### src/tcw_pkg.sv
// ----------------------------------------------------------------------------
// tcw_pkg
// Shared constants, codes and controller/datapath types of the text console.
// ----------------------------------------------------------------------------
package tcw_pkg;

    localparam int COLUMNS   = 80;
    localparam int ROWS      = 25;
    localparam int CELLS     = COLUMNS * ROWS;
    localparam int ADDR_W    = $clog2(CELLS);
    localparam int CNT_W     = $clog2(CELLS + 1);
    localparam int IDX_W     = 11;
    localparam int ROW_W     = 5;
    localparam int COL_W     = 7;
    localparam int CHAR_W    = 8;
    localparam int ATTR_W    = 8;
    localparam int REQ_W     = 2;

    localparam int TAB_STEP  = 4;
    localparam int TAB_IDX_W = $clog2(TAB_STEP);

    // row = (idx * DIV_RECIP) >> DIV_SHIFT, low by at most one, then corrected
    localparam int DIV_SHIFT = 16;
    localparam int DIV_RECIP = (1 << DIV_SHIFT) / COLUMNS;
    localparam int PROD_W    = IDX_W + DIV_SHIFT;

    localparam logic [REQ_W-1:0] REQ_PUT  = 2'd0;
    localparam logic [REQ_W-1:0] REQ_SET  = 2'd1;
    localparam logic [REQ_W-1:0] REQ_READ = 2'd2;

    localparam logic [CHAR_W-1:0] CH_NUL   = 8'h00;
    localparam logic [CHAR_W-1:0] CH_BS    = 8'h08;
    localparam logic [CHAR_W-1:0] CH_TAB   = 8'h09;
    localparam logic [CHAR_W-1:0] CH_LF    = 8'h0A;
    localparam logic [CHAR_W-1:0] CH_CR    = 8'h0D;
    localparam logic [CHAR_W-1:0] CH_BLANK = 8'h20;

    localparam logic [ATTR_W-1:0] ATTR_RESET = 8'h0A;

    typedef enum logic [2:0] {
        KIND_NOP,
        KIND_PRINT,
        KIND_BS,
        KIND_TAB,
        KIND_NL,
        KIND_SET,
        KIND_READ
    } tcw_kind_t;

    typedef enum logic [3:0] {
        OP_NONE,
        OP_LOAD,
        OP_DIV_MUL,
        OP_DIV_FIX,
        OP_READ_ISSUE,
        OP_READ_TAKE,
        OP_TAB_BLANK,
        OP_SCROLL_START,
        OP_COPY,
        OP_CLEAR,
        OP_APPLY,
        OP_OUT_LOAD
    } tcw_op_t;

    typedef enum logic [3:0] {
        ST_IDLE,
        ST_DECODE,
        ST_DIV_FIX,
        ST_READ_TAKE,
        ST_TAB_BLANK,
        ST_SCROLL_START,
        ST_COPY,
        ST_CLEAR,
        ST_APPLY,
        ST_DONE
    } tcw_state_t;

    typedef struct packed {
        tcw_op_t op;
    } tcw_cmd_t;

    typedef struct packed {
        tcw_kind_t kind;
        logic      need_scroll;
        logic      tab_last;
        logic      copy_last;
        logic      clear_last;
        logic      out_free;
    } tcw_status_t;

endpackage

### src/tcw_ctrl.sv
// ----------------------------------------------------------------------------
// tcw_ctrl
// Sequencer of the text console: walks each transaction through decode,
// tab blanking, scroll copy and clear, cursor update and result hand-off.
// ----------------------------------------------------------------------------
module tcw_ctrl (
    input  logic                clk,
    input  logic                rst_n,
    input  logic                in_valid,
    output logic                in_stall,
    input  tcw_pkg::tcw_status_t status,
    output tcw_pkg::tcw_cmd_t    cmd
);

    tcw_pkg::tcw_state_t state_reg;
    tcw_pkg::tcw_state_t state_next;

    always_ff @(posedge clk or negedge rst_n)
    begin
        if (!rst_n)
        begin
            state_reg <= tcw_pkg::ST_IDLE;
        end
        else
        begin
            state_reg <= state_next;
        end
    end

    always_comb
    begin
        state_next = state_reg;
        cmd.op     = tcw_pkg::OP_NONE;
        in_stall   = (state_reg != tcw_pkg::ST_IDLE);
        unique case (state_reg)
            tcw_pkg::ST_IDLE:
            begin
                if (in_valid)
                begin
                    cmd.op     = tcw_pkg::OP_LOAD;
                    state_next = tcw_pkg::ST_DECODE;
                end
            end
            tcw_pkg::ST_DECODE:
            begin
                unique case (status.kind)
                    tcw_pkg::KIND_SET:
                    begin
                        cmd.op     = tcw_pkg::OP_DIV_MUL;
                        state_next = tcw_pkg::ST_DIV_FIX;
                    end
                    tcw_pkg::KIND_READ:
                    begin
                        cmd.op     = tcw_pkg::OP_READ_ISSUE;
                        state_next = tcw_pkg::ST_READ_TAKE;
                    end
                    tcw_pkg::KIND_TAB:
                    begin
                        state_next = tcw_pkg::ST_TAB_BLANK;
                    end
                    tcw_pkg::KIND_PRINT, tcw_pkg::KIND_NL:
                    begin
                        state_next = status.need_scroll ? tcw_pkg::ST_SCROLL_START
                                                        : tcw_pkg::ST_APPLY;
                    end
                    tcw_pkg::KIND_BS:
                    begin
                        state_next = tcw_pkg::ST_APPLY;
                    end
                    default:
                    begin
                        state_next = tcw_pkg::ST_DONE;
                    end
                endcase
            end
            tcw_pkg::ST_DIV_FIX:
            begin
                cmd.op     = tcw_pkg::OP_DIV_FIX;
                state_next = tcw_pkg::ST_DONE;
            end
            tcw_pkg::ST_READ_TAKE:
            begin
                cmd.op     = tcw_pkg::OP_READ_TAKE;
                state_next = tcw_pkg::ST_DONE;
            end
            tcw_pkg::ST_TAB_BLANK:
            begin
                cmd.op = tcw_pkg::OP_TAB_BLANK;
                if (status.tab_last)
                begin
                    state_next = status.need_scroll ? tcw_pkg::ST_SCROLL_START
                                                    : tcw_pkg::ST_APPLY;
                end
            end
            tcw_pkg::ST_SCROLL_START:
            begin
                cmd.op     = tcw_pkg::OP_SCROLL_START;
                state_next = tcw_pkg::ST_COPY;
            end
            tcw_pkg::ST_COPY:
            begin
                cmd.op = tcw_pkg::OP_COPY;
                if (status.copy_last)
                begin
                    state_next = tcw_pkg::ST_CLEAR;
                end
            end
            tcw_pkg::ST_CLEAR:
            begin
                cmd.op = tcw_pkg::OP_CLEAR;
                if (status.clear_last)
                begin
                    state_next = tcw_pkg::ST_APPLY;
                end
            end
            tcw_pkg::ST_APPLY:
            begin
                cmd.op     = tcw_pkg::OP_APPLY;
                state_next = tcw_pkg::ST_DONE;
            end
            tcw_pkg::ST_DONE:
            begin
                if (status.out_free)
                begin
                    cmd.op     = tcw_pkg::OP_OUT_LOAD;
                    state_next = tcw_pkg::ST_IDLE;
                end
            end
            default:
            begin
                state_next = tcw_pkg::ST_IDLE;
            end
        endcase
    end

endmodule

### config.mk
export PLATFORM = sky130hd
export DESIGN_NAME = tcw_ctrl
export DESIGN_NICKNAME = d
export VERILOG_FILES = /design/src/tcw_pkg.sv /design/src/tcw_ctrl.sv
export SDC_FILE = /design/constraint.sdc
export NUM_CORES = 1
export LEC_CHECK = 0
export BUFFER_PORTS_ARGS = -buffer_cell sky130_fd_sc_hd__clkbuf_2
export CAP_MARGIN = 20
export CORE_AREA = 2 2 39 41
export DETAILED_ROUTE_END_ITERATION = 7
export DIE_AREA = 0 0 41 43
export GPL_ROUTABILITY_DRIVEN = 0
export HOLD_SLACK_MARGIN = 0.1
export PLACE_DENSITY = 0.68
export SLEW_MARGIN = 20
export SYNTH_ARGS = -nofsm -noshare
export SYNTH_HDL_FRONTEND = slang
export SYNTH_SLANG_ARGS = --single-unit
### constraint.sdc
create_clock -name clk -period 1.4 [get_ports clk]
set_input_delay 0.07 -clock clk [delete_from_list [all_inputs] [get_ports clk]]
set_output_delay 0.07 -clock clk [all_outputs]
set_load 0.1 [all_outputs]
# Yosys cells after proc, flatten, opt, wreduce, memory -nomap -nowiden
# Cells that the tools add are included.
# classes
mux,12
eq_ne,20
n_reduce_logical,5
# ops
operator,n
one-hot mux 4 bit (10 select lines),1
one-hot mux 4 bit (8 select lines),1
two-way mux 4 bit,7
one-hot mux 4 bit (5 select lines),1
"equality test 4 x 3 -> 1 bit, second input constant",4
"inequality test 2 bit, second input constant",5
"equality test 3 bit, second input constant",3
"equality test 4 x 2 -> 1 bit, second input constant",2
"equality test 4 bit, second input constant",2
"equality test 3 x 2 -> 1 bit, second input constant",2
one-hot mux 3 bit (2 select lines),1
AND reduction 5 bit,1
"equality test 4 x 1 -> 1 bit, second input constant",1
logical NOT 4 bit,1
nonzero test 4 bit,1
"equality test 3 x 1 -> 1 bit, second input constant",1
OR reduction 3 bit,1
OR reduction 2 bit,1
two-way mux 1 bit,1
# totals
output_inout_bits,5
inputBits,11
wordCells,38
register_bits,4

# Depth between registers and ports, before layout
# Gate-level depths: netlist of run 1.
# depth
depth_word,4
mapped_depth,5

# Worst setup path after synthesis of run 1
# OpenSTA, ideal clock, no wires.
# synth_timing
path_kind,reg2out
startpoint,register state_reg[3]
endpoint,output cmd[0] (netlist name)
required_ns,1.330
n_path_buf,2
path_stages_with_launch,4
t_arrival_ns,3.035
slack_ns,-1.705
cell_sequence,dfrtp_1 buf_4 clkbuf_1 o32ai_1
# synth_lines
item,line,text
"start, declared",tcw_ctrl.sv:15,tcw_pkg::tcw_state_t state_reg;
"start signal, assigned",tcw_ctrl.sv:22,state_reg <= tcw_pkg::ST_IDLE;
"start signal, assigned",tcw_ctrl.sv:26,state_reg <= state_next;
"end, declared",tcw_ctrl.sv:12,output tcw_pkg::tcw_cmd_t cmd

==> results.rst, run 1 <==
.. list-table::
   :header-rows: 1

   * - Metric
     - Value
   * - Half-perimeter wire length after placement
     - 1.38 mm
   * - Final setup violation count
     - 8
   * - CP cell instances
     - buf_6, nor2_4, a31oi_4, o32ai_4, buf_12
   * - Number of clock sinks
     - 4
   * - Most Used Layer, Global Route
     - met2
   * - DRC Markers
     - 0
   * - Final clock skew
     - between 4 and 5 ps
   * - Mapped Nets
     - 86
   * - Final count of hold timing violations
     - 0
   * - Post-synth ARST share
     - 100%
   * - CTS tree
     - built
   * - Total Die Area
     - 1760 um^2
   * - Final ANT Viol Nets
     - 0
   * - Pins Over Slew Limit
     - 0
   * - Kind of capture point of the worst setup path
     - output port
   * - Final worst-path cycle share
     - 109%
   * - Post-place setup slack
     - -50.0 ps
   * - Number of enable flip-flop cells after synthesis
     - 0
   * - Global router's overall resource usage
     - approximately 30%
   * - Relative slew slack
     - between 70% and 80%
   * - Wire length after detailed routing
     - around 2.2 mm
   * - First-pass GRT wire length
     - ~3.6 mm
   * - Top FF cell, synth
     - dfrtp_1
   * - Sequential cell area fraction in the yosys report
     - 17.8%
   * - Slowest stage cell, crit path
     - dfrtp_2
   * - Endpoint required time on the critical path
     - about 1300 ps
   * - Clock Latency Late Sink
     - around 240 ps
   * - Crit path DAT
     - between 1000 and 1500 ps
   * - Number of flip-flops in the largest register
     - 4
   * - Rows
     - 14
   * - Vias in the first global route
     - between 700 and 800
   * - Slew of the pin with the lowest slew margin
     - about 390 ps
   * - Startpoint-to-endpoint class of the critical path
     - reg2out
   * - H-tree levels
     - 1
   * - Total Nets Final
     - ~130
   * - Total congestion overflow after global routing
     - 0
   * - Routed wire per std cell
     - 17.1 um
   * - Number of distinct library cells after synthesis
     - 36
   * - Pre-antenna DRT Iters
     - 4
   * - Top-level I/O count
     - 16
   * - Met1 GRT Util
     - between 30% and 40%
   * - Per-cell via count in the routed design
     - between 6 and 7
   * - Kind of path behind the tightest hold check
     - in2async
   * - Largest net degree at the start of global routing
     - 9
   * - Count of antenna diodes in the layout
     - 0
   * - Root Buffer Master
     - clkbuf_4
   * - Multi-input gate area
     - between 500 and 600 um^2
   * - Number of buffer cells added on primary ports
     - 15
   * - Initial Utilization
     - ~41%
   * - Die boundary width
     - 41 um
   * - Area of the mapped netlist
     - ~560 um^2
   * - Antenna violations before repair
     - 0
   * - Clk pin slew, worst setup/hold paths
     - about 40 ps
   * - Core utilization of the finished layout
     - 81.1%
   * - Smallest hold slack
     - 176 ps
   * - Total of flip-flops plus latches after synthesis
     - 4
   * - Max FO, Critical Path
     - 5
   * - Largest buffer count on any clock path
     - 2
   * - Total of fill cells in the finished design
     - a little under 100
   * - GRT met2 Usage
     - around 45%
   * - Max incr delay on CP
     - 440 ps
   * - Critical path startpoint category
     - flip-flop
   * - Violations in the final reports
     - setup timing
   * - Total via count in the routed design
     - 787
   * - Combined flip-flop and latch cell area
     - between 100 and 150 um^2
   * - Number of warnings printed during yosys synthesis
     - 0
   * - Run status
     - complete, but fails checks
   * - Synth-to-layout area growth
     - 99.3%
   * - Time the worst path needs with I/O delays and setup
     - approximately 1500 ps
   * - Upper clock frequency limit
     - 0.655 GHz
   * - Number of instances in the synthesized netlist
     - 75
   * - CTS Buf Count
     - 3
   * - RSZ-0062 raised after global routing
     - yes
   * - First-iteration detailed-routing DRC count
     - 22
   * - Max Cap Viol
     - 0
   * - Die extent in y
     - 43 um
   * - Placeable core region
     - between 1000 and 1500 um^2
   * - Met3 Resource Use GR
     - 8.90%
   * - Mean instance size in the synthesized netlist
     - between 7 and 8 um^2
   * - Final worst slack
     - -127 ps
   * - Layout cell share with drive strength beyond 1
     - ~65%
==> worst max-delay path: cells and delay by family (launching register included) <==
family	cells	cell delay, ps
flip-flops	1	440
buffers and inverters	2	350
AO/OA/AOI/OAI	2	240
AND/OR/NAND/NOR	1	170
==> placed cells by master, fill, tap and decap left out, drive strengths merged, types with 2 or more instances in the layout <==
master	count
dfrtp	4
a21oi	3
nand2	3
clkbuf	13
buf	34
nor3	2
nor2	10
a311oi	2
o31ai	2
mux2	2
or3	3
o32ai	3
inv	5
mux2i	3
o21a	2
nand2b	3
nand3	3
o21ai	2
a31oi	2
==> cells by family (layout without fill, tap and decap cells) <==
group,count (synthesis),in the layout,synth area share (%)
DFF,4,4,17.8
xor gates and xnor gates,1,1,1.56
buffers and inverters,13,53,12.9
muxes,5,5,9.33
and+or+nand+nor,28,28,25.3
AOI/OAI and AO/OA,24,24,33.1
==> cell type report <==
type	instances	share of cell area, %
clock buffers	3	2.01
inverters	5	1.90
multi-input cells	58	49.1
flip-flops and latches	4	9.25
well taps	16	1.78
repair buffers	45	36.0
==> path summary, 6_finish.rpt <==
| path | startpoint | to | slack [ps] | depth (start not counted) |
|---|---|---|---|---|
| worst min-delay path | rst_n | state_reg[2] | 180 | 2 |
| worst max-delay path | state_reg[1] | cmd[0] | -130 | 5 |
| min in group clk | status[1] | state_reg[1] | 180 | 3 |
| worst min register to register | state_reg[3] | state_reg[1] | 670 | 2 |
| worst max register to register | state_reg[2] | state_reg[3] | -120 | 4 |
| max in group asynchronous | rst_n | state_reg[3] | 1080 | 2 |
==> layer usage <==
layer | wire length (um) | up-vias
li1 | - | 366
met1 | 898 | 386
met2 | 1230 | 31
met3 | 74 | 4
met4 | 37 | 0
met5 | 0 | -
==> per-stage QoR <==
stage	instance area (um^2)	TNS, ps	instances
2_1_floorplan	654	-317	75
3_3_place_gp	875	-4.56	116
3_5_place_dp	875	-117	116
4_1_cts	1070	-449	131
5_1_grt	1120	-1200	131
6_report	1120	-729	131
==> cells in the mapped netlist, types with 3 or more instances <==
library cell  number  area share, %
nor2_1             9            6.0
buf_4              6            8.0
dfrtp_1            4             18
a21oi_1            3            2.7
inv_1              3            2.0
mux2i_1            3            5.3
nand2_1            3            2.0
nand2b_1           3            3.3
nand3_1            3            2.7
o32ai_1            3            4.7
or3_1              3            3.3
==> timing repair <==
item,4_1_cts,5_1_grt
endpoints found under the hold margin,4,0
setup endpoints to repair,8,8
setup buffers,11,0
gates cloned,0,0
resized for setup,19,11
pin swaps,6,0
hold buffers,1,0
Power of run 1 is left out: the tool's default activity adds up to more than one toggle a clock period on the data nets, which glitch-free logic cannot reach.
==> run 2: changes to the inputs <==
--- a/config.mk
+++ b/config.mk
@@ -14,5 +14,4 @@
 export HOLD_SLACK_MARGIN = 0.1
 export PLACE_DENSITY = 0.68
-export SLEW_MARGIN = 20
 export SYNTH_ARGS = -nofsm -noshare
 export SYNTH_HDL_FRONTEND = slang
==> constraint.sdc (replaced) <==
create_clock -name clk -period 1.3 [get_ports clk]
set_input_delay 0.065 -clock clk [delete_from_list [all_inputs] [get_ports clk]]
set_output_delay 0.065 -clock clk [all_outputs]
set_load 0.005 [all_outputs]
==> results.rst, run 2 (synthesis results as in run 1) <==
.. list-table::
   :header-rows: 1

   * - Metric
     - Value
   * - Run status
     - complete, but fails checks
   * - Violations in the final reports
     - setup timing
   * - Vias in the first global route
     - 646
   * - Final count of hold timing violations
     - 0
   * - Total via count in the routed design
     - just over 700
   * - Core utilization of the finished layout
     - about two thirds
   * - Clock Latency Late Sink
     - 240 ps
   * - Final worst-path cycle share
     - 114%
   * - Worst VDD drop
     - ~1000 uV
   * - Half-perimeter wire length after placement
     - about 1.2 mm
   * - Final setup violation count
     - 7
   * - Smallest hold slack
     - between 150 and 200 ps
   * - First-pass GRT wire length
     - 2.67 mm
   * - Leading cell type in the layout, fill and taps excluded
     - buf_4
   * - Wire length after detailed routing
     - ~1.8 mm
   * - Max Cap Viol
     - 0
   * - Upper clock frequency limit
     - between 0.6 and 0.7 GHz
   * - Most frequent cells in the layout
     - buf_4 (18), clkbuf_2 (12), nor2_1 (7), buf_6 (6)
   * - Routed wire per std cell
     - 14.6 um
   * - Final ANT Viol Nets
     - 0
   * - Rows
     - 14
   * - Placeable core region
     - 1380 um^2
   * - Pins Over Slew Limit
     - 0
   * - Post-placement cell area
     - 747 um^2
   * - Synth-to-layout area growth
     - 62.4%
   * - Final worst slack
     - -184 ps
   * - Kind of path behind the tightest hold check
     - in2async
   * - Layout cell share with drive strength beyond 1
     - 54.5%
   * - Max incr delay on CP
     - approximately 390 ps
   * - Non-Filler Cell Area, Final
     - slightly above 900 um^2
   * - Root Buffer Master
     - clkbuf_4
   * - Crit path DAT
     - between 1500 and 2000 ps
   * - CTS Buf Count
     - 3
   * - Number of clock sinks
     - 4
   * - Global router's overall resource usage
     - 21.9%
   * - Top-level I/O count
     - 16
   * - Pre-antenna DRT Iters
     - 4
   * - DRC Markers
     - 0
   * - Die boundary width
     - between 40 and 50 um
   * - Slowest stage cell, crit path
     - dfrtp_1
   * - RSZ-0062 raised after global routing
     - yes
   * - Leakage
     - 0.411 nW
   * - Power after layout
     - between 0.002 and 0.0025 W
   * - Slew of the pin with the lowest slew margin
     - around 360 ps
   * - Critical path startpoint category
     - flip-flop
   * - Power per standard cell area
     - about 2300 nW/um^2
   * - Number of flip-flops in the largest register
     - 4
   * - CTS tree
     - built
   * - Die extent in y
     - around 43 um
   * - Initial Utilization
     - 40.7%
   * - Time the worst path needs with I/O delays and setup
     - 1480 ps
   * - Per-cell via count in the routed design
     - around 5.7
   * - H-tree levels
     - 1
   * - Total Die Area
     - between 1500 and 2000 um^2
   * - Antenna violations before repair
     - 0
   * - Relative slew slack
     - between 70% and 80%
   * - Total Nets Final
     - 123
   * - Max FO, Critical Path
     - 3
   * - CP cell instances
     - buf_6, nor2b_1, mux2_2, a311oi_2, o32ai_2
   * - Endpoint required time on the critical path
     - 1420 ps
   * - First-iteration detailed-routing DRC count
     - 22
   * - Combined flip-flop and latch cell area
     - slightly above 100 um^2
   * - Startpoint-to-endpoint class of the critical path
     - reg2reg
   * - Total of fill cells in the finished design
     - approximately 110
   * - Final clock skew
     - 3.84 ps
   * - Multi-input gate area
     - about 460 um^2
   * - Count of antenna diodes in the layout
     - 0
   * - Largest net degree at the start of global routing
     - 13
   * - Number of buffer cells added on primary ports
     - 15
   * - Largest buffer count on any clock path
     - 2
   * - Kind of capture point of the worst setup path
     - flip-flop
   * - Clk pin slew, worst setup/hold paths
     - roughly 40 ps
   * - Total congestion overflow after global routing
     - 0
==> run 2: final cells by class <==
type,instances,share of cell area (%)
multi-input combinational,58,50.2
timing repair buffer,40,31.5
sequential,4,11.1
inverter,5,2.60
clock buffer,3,2.46
tap,16,2.19
==> run 2: report_power, final <==
| part | leakage (nW) | internal, W | switching (W) |
|---|---|---|---|
| combinational | 0.348 | 0.000915 | 0.000811 |
| clock | 0.0138 | 0.000104 | 0.0000570 |
| sequential | 0.0495 | 0.000187 | 0.0000718 |
| total | 0.411 | 0.00121 | 0.000940 |
==> run 2: repair_timing <==
action / in CTS / in global routing
endpoints found under the setup margin: 8 / 8
setup buffers: 4 / 1
pin swaps: 3 / 4
hold buffers: 1 / 0
gates resized for setup: 13 / 15
endpoints found under the hold margin: 4 / 0
==> run 2: per-stage QoR <==
step | cells | TNS (ps) | worst slack, ps
after floorplan | 75 | -21.3 | -14.7
after detailed placement | 117 | -472 | -163
after global routing | 126 | -1390 | -230
after global placement | 117 | -428 | -171
final | 126 | -931 | -184
after CTS | 125 | -906 | -177
==> run 2: worst paths after layout <==
| kind | depth (start not counted) | startpoint | end | slack, ps |
|---|---|---|---|---|
| worst max-delay path | 5 | state_reg[0] | state_reg[3] | -180 |
| worst min-delay path | 2 | rst_n | state_reg[3] | 200 |
| worst max register to register | 5 | state_reg[0] | state_reg[3] | -180 |
| worst min register to register | 2 | state_reg[3] | state_reg[1] | 720 |
| max in group asynchronous | 2 | rst_n | state_reg[1] | 950 |
| min in group clk | 3 | status[1] | state_reg[1] | 200 |
==> run 2: worst max-delay path: cells and delay by family (launching register included) <==
family	cells	cell delay, ps
simple gates	1	120
compound gates	2	360
mux	1	350
buf+inv	1	130
flops	1	390
==> run 2: metal layers <==
layer,GRT usage (%),wire length (um)
met2,36.9,945
met5,0,0
met1,26.5,786
met3,4.71,83
met4,6.00,19
No activity file was read; power rests on OpenSTA's default activity.
==> run 3: changes to the inputs <==
PLACE_DENSITY = 0.65   (was 0.68)
clock period = 1.45 ns   (was 1.3 ns; I/O delays follow)
==> results.rst, run 3 (synthesis results as in run 1) <==
.. list-table::
   :header-rows: 1

   * - Metric
     - Value
   * - Number of flip-flops in the largest register
     - 4
   * - Most frequent cells in the layout
     - clkbuf_2 (13), nor2_1 (7), buf_4 (7)
   * - Worst R2R Start
     - state_reg[1]
   * - DRC Markers
     - 0
   * - Run status
     - complete, but fails checks
   * - Die boundary width
     - between 40 and 50 um
   * - Final count of hold timing violations
     - 0
   * - TNS Setup
     - -7.46 ps
   * - Slack of the worst reg-to-reg path
     - 20 ps
   * - Time the worst path needs with I/O delays and setup
     - 1460 ps
   * - Largest buffer count on any clock path
     - 2
   * - Power per standard cell area
     - ~2000 nW/um^2
   * - Total of fill cells in the finished design
     - approximately 120
   * - H-tree levels
     - 1
   * - Total Nets Final
     - 110
   * - CTS tree
     - built
   * - Global router's overall resource usage
     - 19.2%
   * - Leakage
     - approximately 0.35 nW
   * - Per-cell via count in the routed design
     - 5.80
   * - Relative slew slack
     - 78.5%
   * - Final worst-path cycle share
     - 101%
   * - Number of buffer cells added on primary ports
     - 15
   * - Final ANT Viol Nets
     - 0
   * - Kind of capture point of the worst setup path
     - output port
   * - Worst reg2reg path endpoint
     - state_reg[3]
   * - Leading cell type in the layout, fill and taps excluded
     - clkbuf_2
   * - Placed insts
     - around 110
   * - Total via count in the routed design
     - 655
   * - Max Cap Viol
     - 0
   * - Final setup violation count
     - 1
   * - Worst Reg2Reg Path Length in Cells
     - 6
   * - Post-place setup slack
     - 9.18 ps
   * - Worst VDD drop
     - roughly 820 uV
   * - Slew of the pin with the lowest slew margin
     - about 320 ps
   * - Kind of path behind the tightest hold check
     - in2async
   * - Startpoint-to-endpoint class of the critical path
     - reg2out
   * - Final worst slack
     - -7.46 ps
   * - Crit path DAT
     - between 1000 and 1500 ps
   * - Vias in the first global route
     - between 500 and 600
   * - Layout cell share with drive strength beyond 1
     - between 40% and 50%
   * - Non-Filler Cell Area, Final
     - between 700 and 800 um^2
   * - Endpoint required time on the critical path
     - 1380 ps
   * - Count of placed standard cells in the final layout, fillers left out
     - approximately 110
   * - Core utilization of the finished layout
     - approximately 58%
   * - Top-level I/O count
     - 16
   * - Pre-antenna DRT Iters
     - 5
   * - CTS Buf Count
     - 3
   * - Antenna violations before repair
     - 0
   * - Post-placement cell area
     - 677 um^2
   * - Count of antenna diodes in the layout
     - 0
   * - Critical path startpoint category
     - flip-flop
   * - Max FO, Critical Path
     - 5
   * - Placeable core region
     - 1380 um^2
   * - Wire length after detailed routing
     - about 1.4 mm
   * - Root Buffer Master
     - clkbuf_4
   * - Rows
     - 14
   * - Clock Latency Late Sink
     - about 240 ps
   * - Synth-to-layout area growth
     - 41.6%
   * - Total congestion overflow after global routing
     - 0
   * - Die extent in y
     - around 43 um
   * - Violations in the final reports
     - setup timing
   * - Pins Over Slew Limit
     - 0
   * - First-pass GRT wire length
     - about 2.4 mm
   * - Final clock skew
     - 6.39 ps
   * - Total Die Area
     - ~1800 um^2
   * - Upper clock frequency limit
     - 0.686 GHz
   * - Clk pin slew, worst setup/hold paths
     - roughly 40 ps
   * - Routed wire per std cell
     - around 12 um
   * - Half-perimeter wire length after placement
     - 1.04 mm
   * - RSZ-0062 raised after global routing
     - yes
   * - First-iteration detailed-routing DRC count
     - 14
   * - Number of clock sinks
     - 4
   * - Initial Utilization
     - 40.7%
   * - Largest net degree at the start of global routing
     - 14
[run 3: worst max-delay path by stage]
stage                               to  slack [ps]          from  cells after the start
final                           cmd[1]          -7  state_reg[1]                      7
after global routing            cmd[1]         -70  state_reg[1]                      7
after CTS                 state_reg[0]          -8  state_reg[0]                      4
after detailed placement  state_reg[0]           9  state_reg[1]                      4
after global placement    state_reg[0]          20  state_reg[0]                      4
after floorplan           state_reg[3]         110  state_reg[0]                      4
[run 3: cell type report]
class                   instances  area (um^2)  area share [%]
flip-flops and latches          4          101            12.7
multi-input cells              58          438            54.9
well taps                      16         20.0            2.51
repair buffers                 27          191            24.0
inverters                       5         23.8            2.98
clock buffers                   3         22.5            2.83
[run 3: timing repair]
action                     4_1_cts  5_1_grt
hold endpoints to repair         4        0
hold buffers                     1        0
setup endpoints to repair        2        6
gates resized for setup          4       14
buffers inserted                 2        1
pin swaps                        2        2
[run 3: metrics by stage]
step	total power, W	hold slack [ps]
CTS	0.00146	172
floorplan	0.000906	-223
global placement	0.00125	-120
global route	0.00175	177
detailed placement	0.00126	-119
finish	0.00160	161
[run 3: routing by layer]
metal | vias up | global-route usage (%) | part of all wire (%)
li1 | 335 | - | -
met1 | 299 | 26.3 | 44
met2 | 19 | 29.1 | 51
met3 | 2 | 1.57 | 4.3
met4 | 0 | 9.33 | 1.0
met5 | - | 0 | 0
[run 3: power breakdown]
part | internal, W | switching (W) | total [W] | leakage, nW
Combinational | 0.000623 | 0.000609 | 0.00123 | 0.288
Clock | 0.0000927 | 0.0000471 | 0.000140 | 0.0138
Sequential | 0.000169 | 0.0000628 | 0.000232 | 0.0500
Total | 0.000885 | 0.000719 | 0.00160 | 0.352
[run 3: critical path: stages, from the launching register on]
cell     delay [ps]
dfrtp_1         400
buf_12          150
inv_6            50
buf_6           100
nor3_2           40
a31oi_1         170
o32ai_2         110
buf_2           130
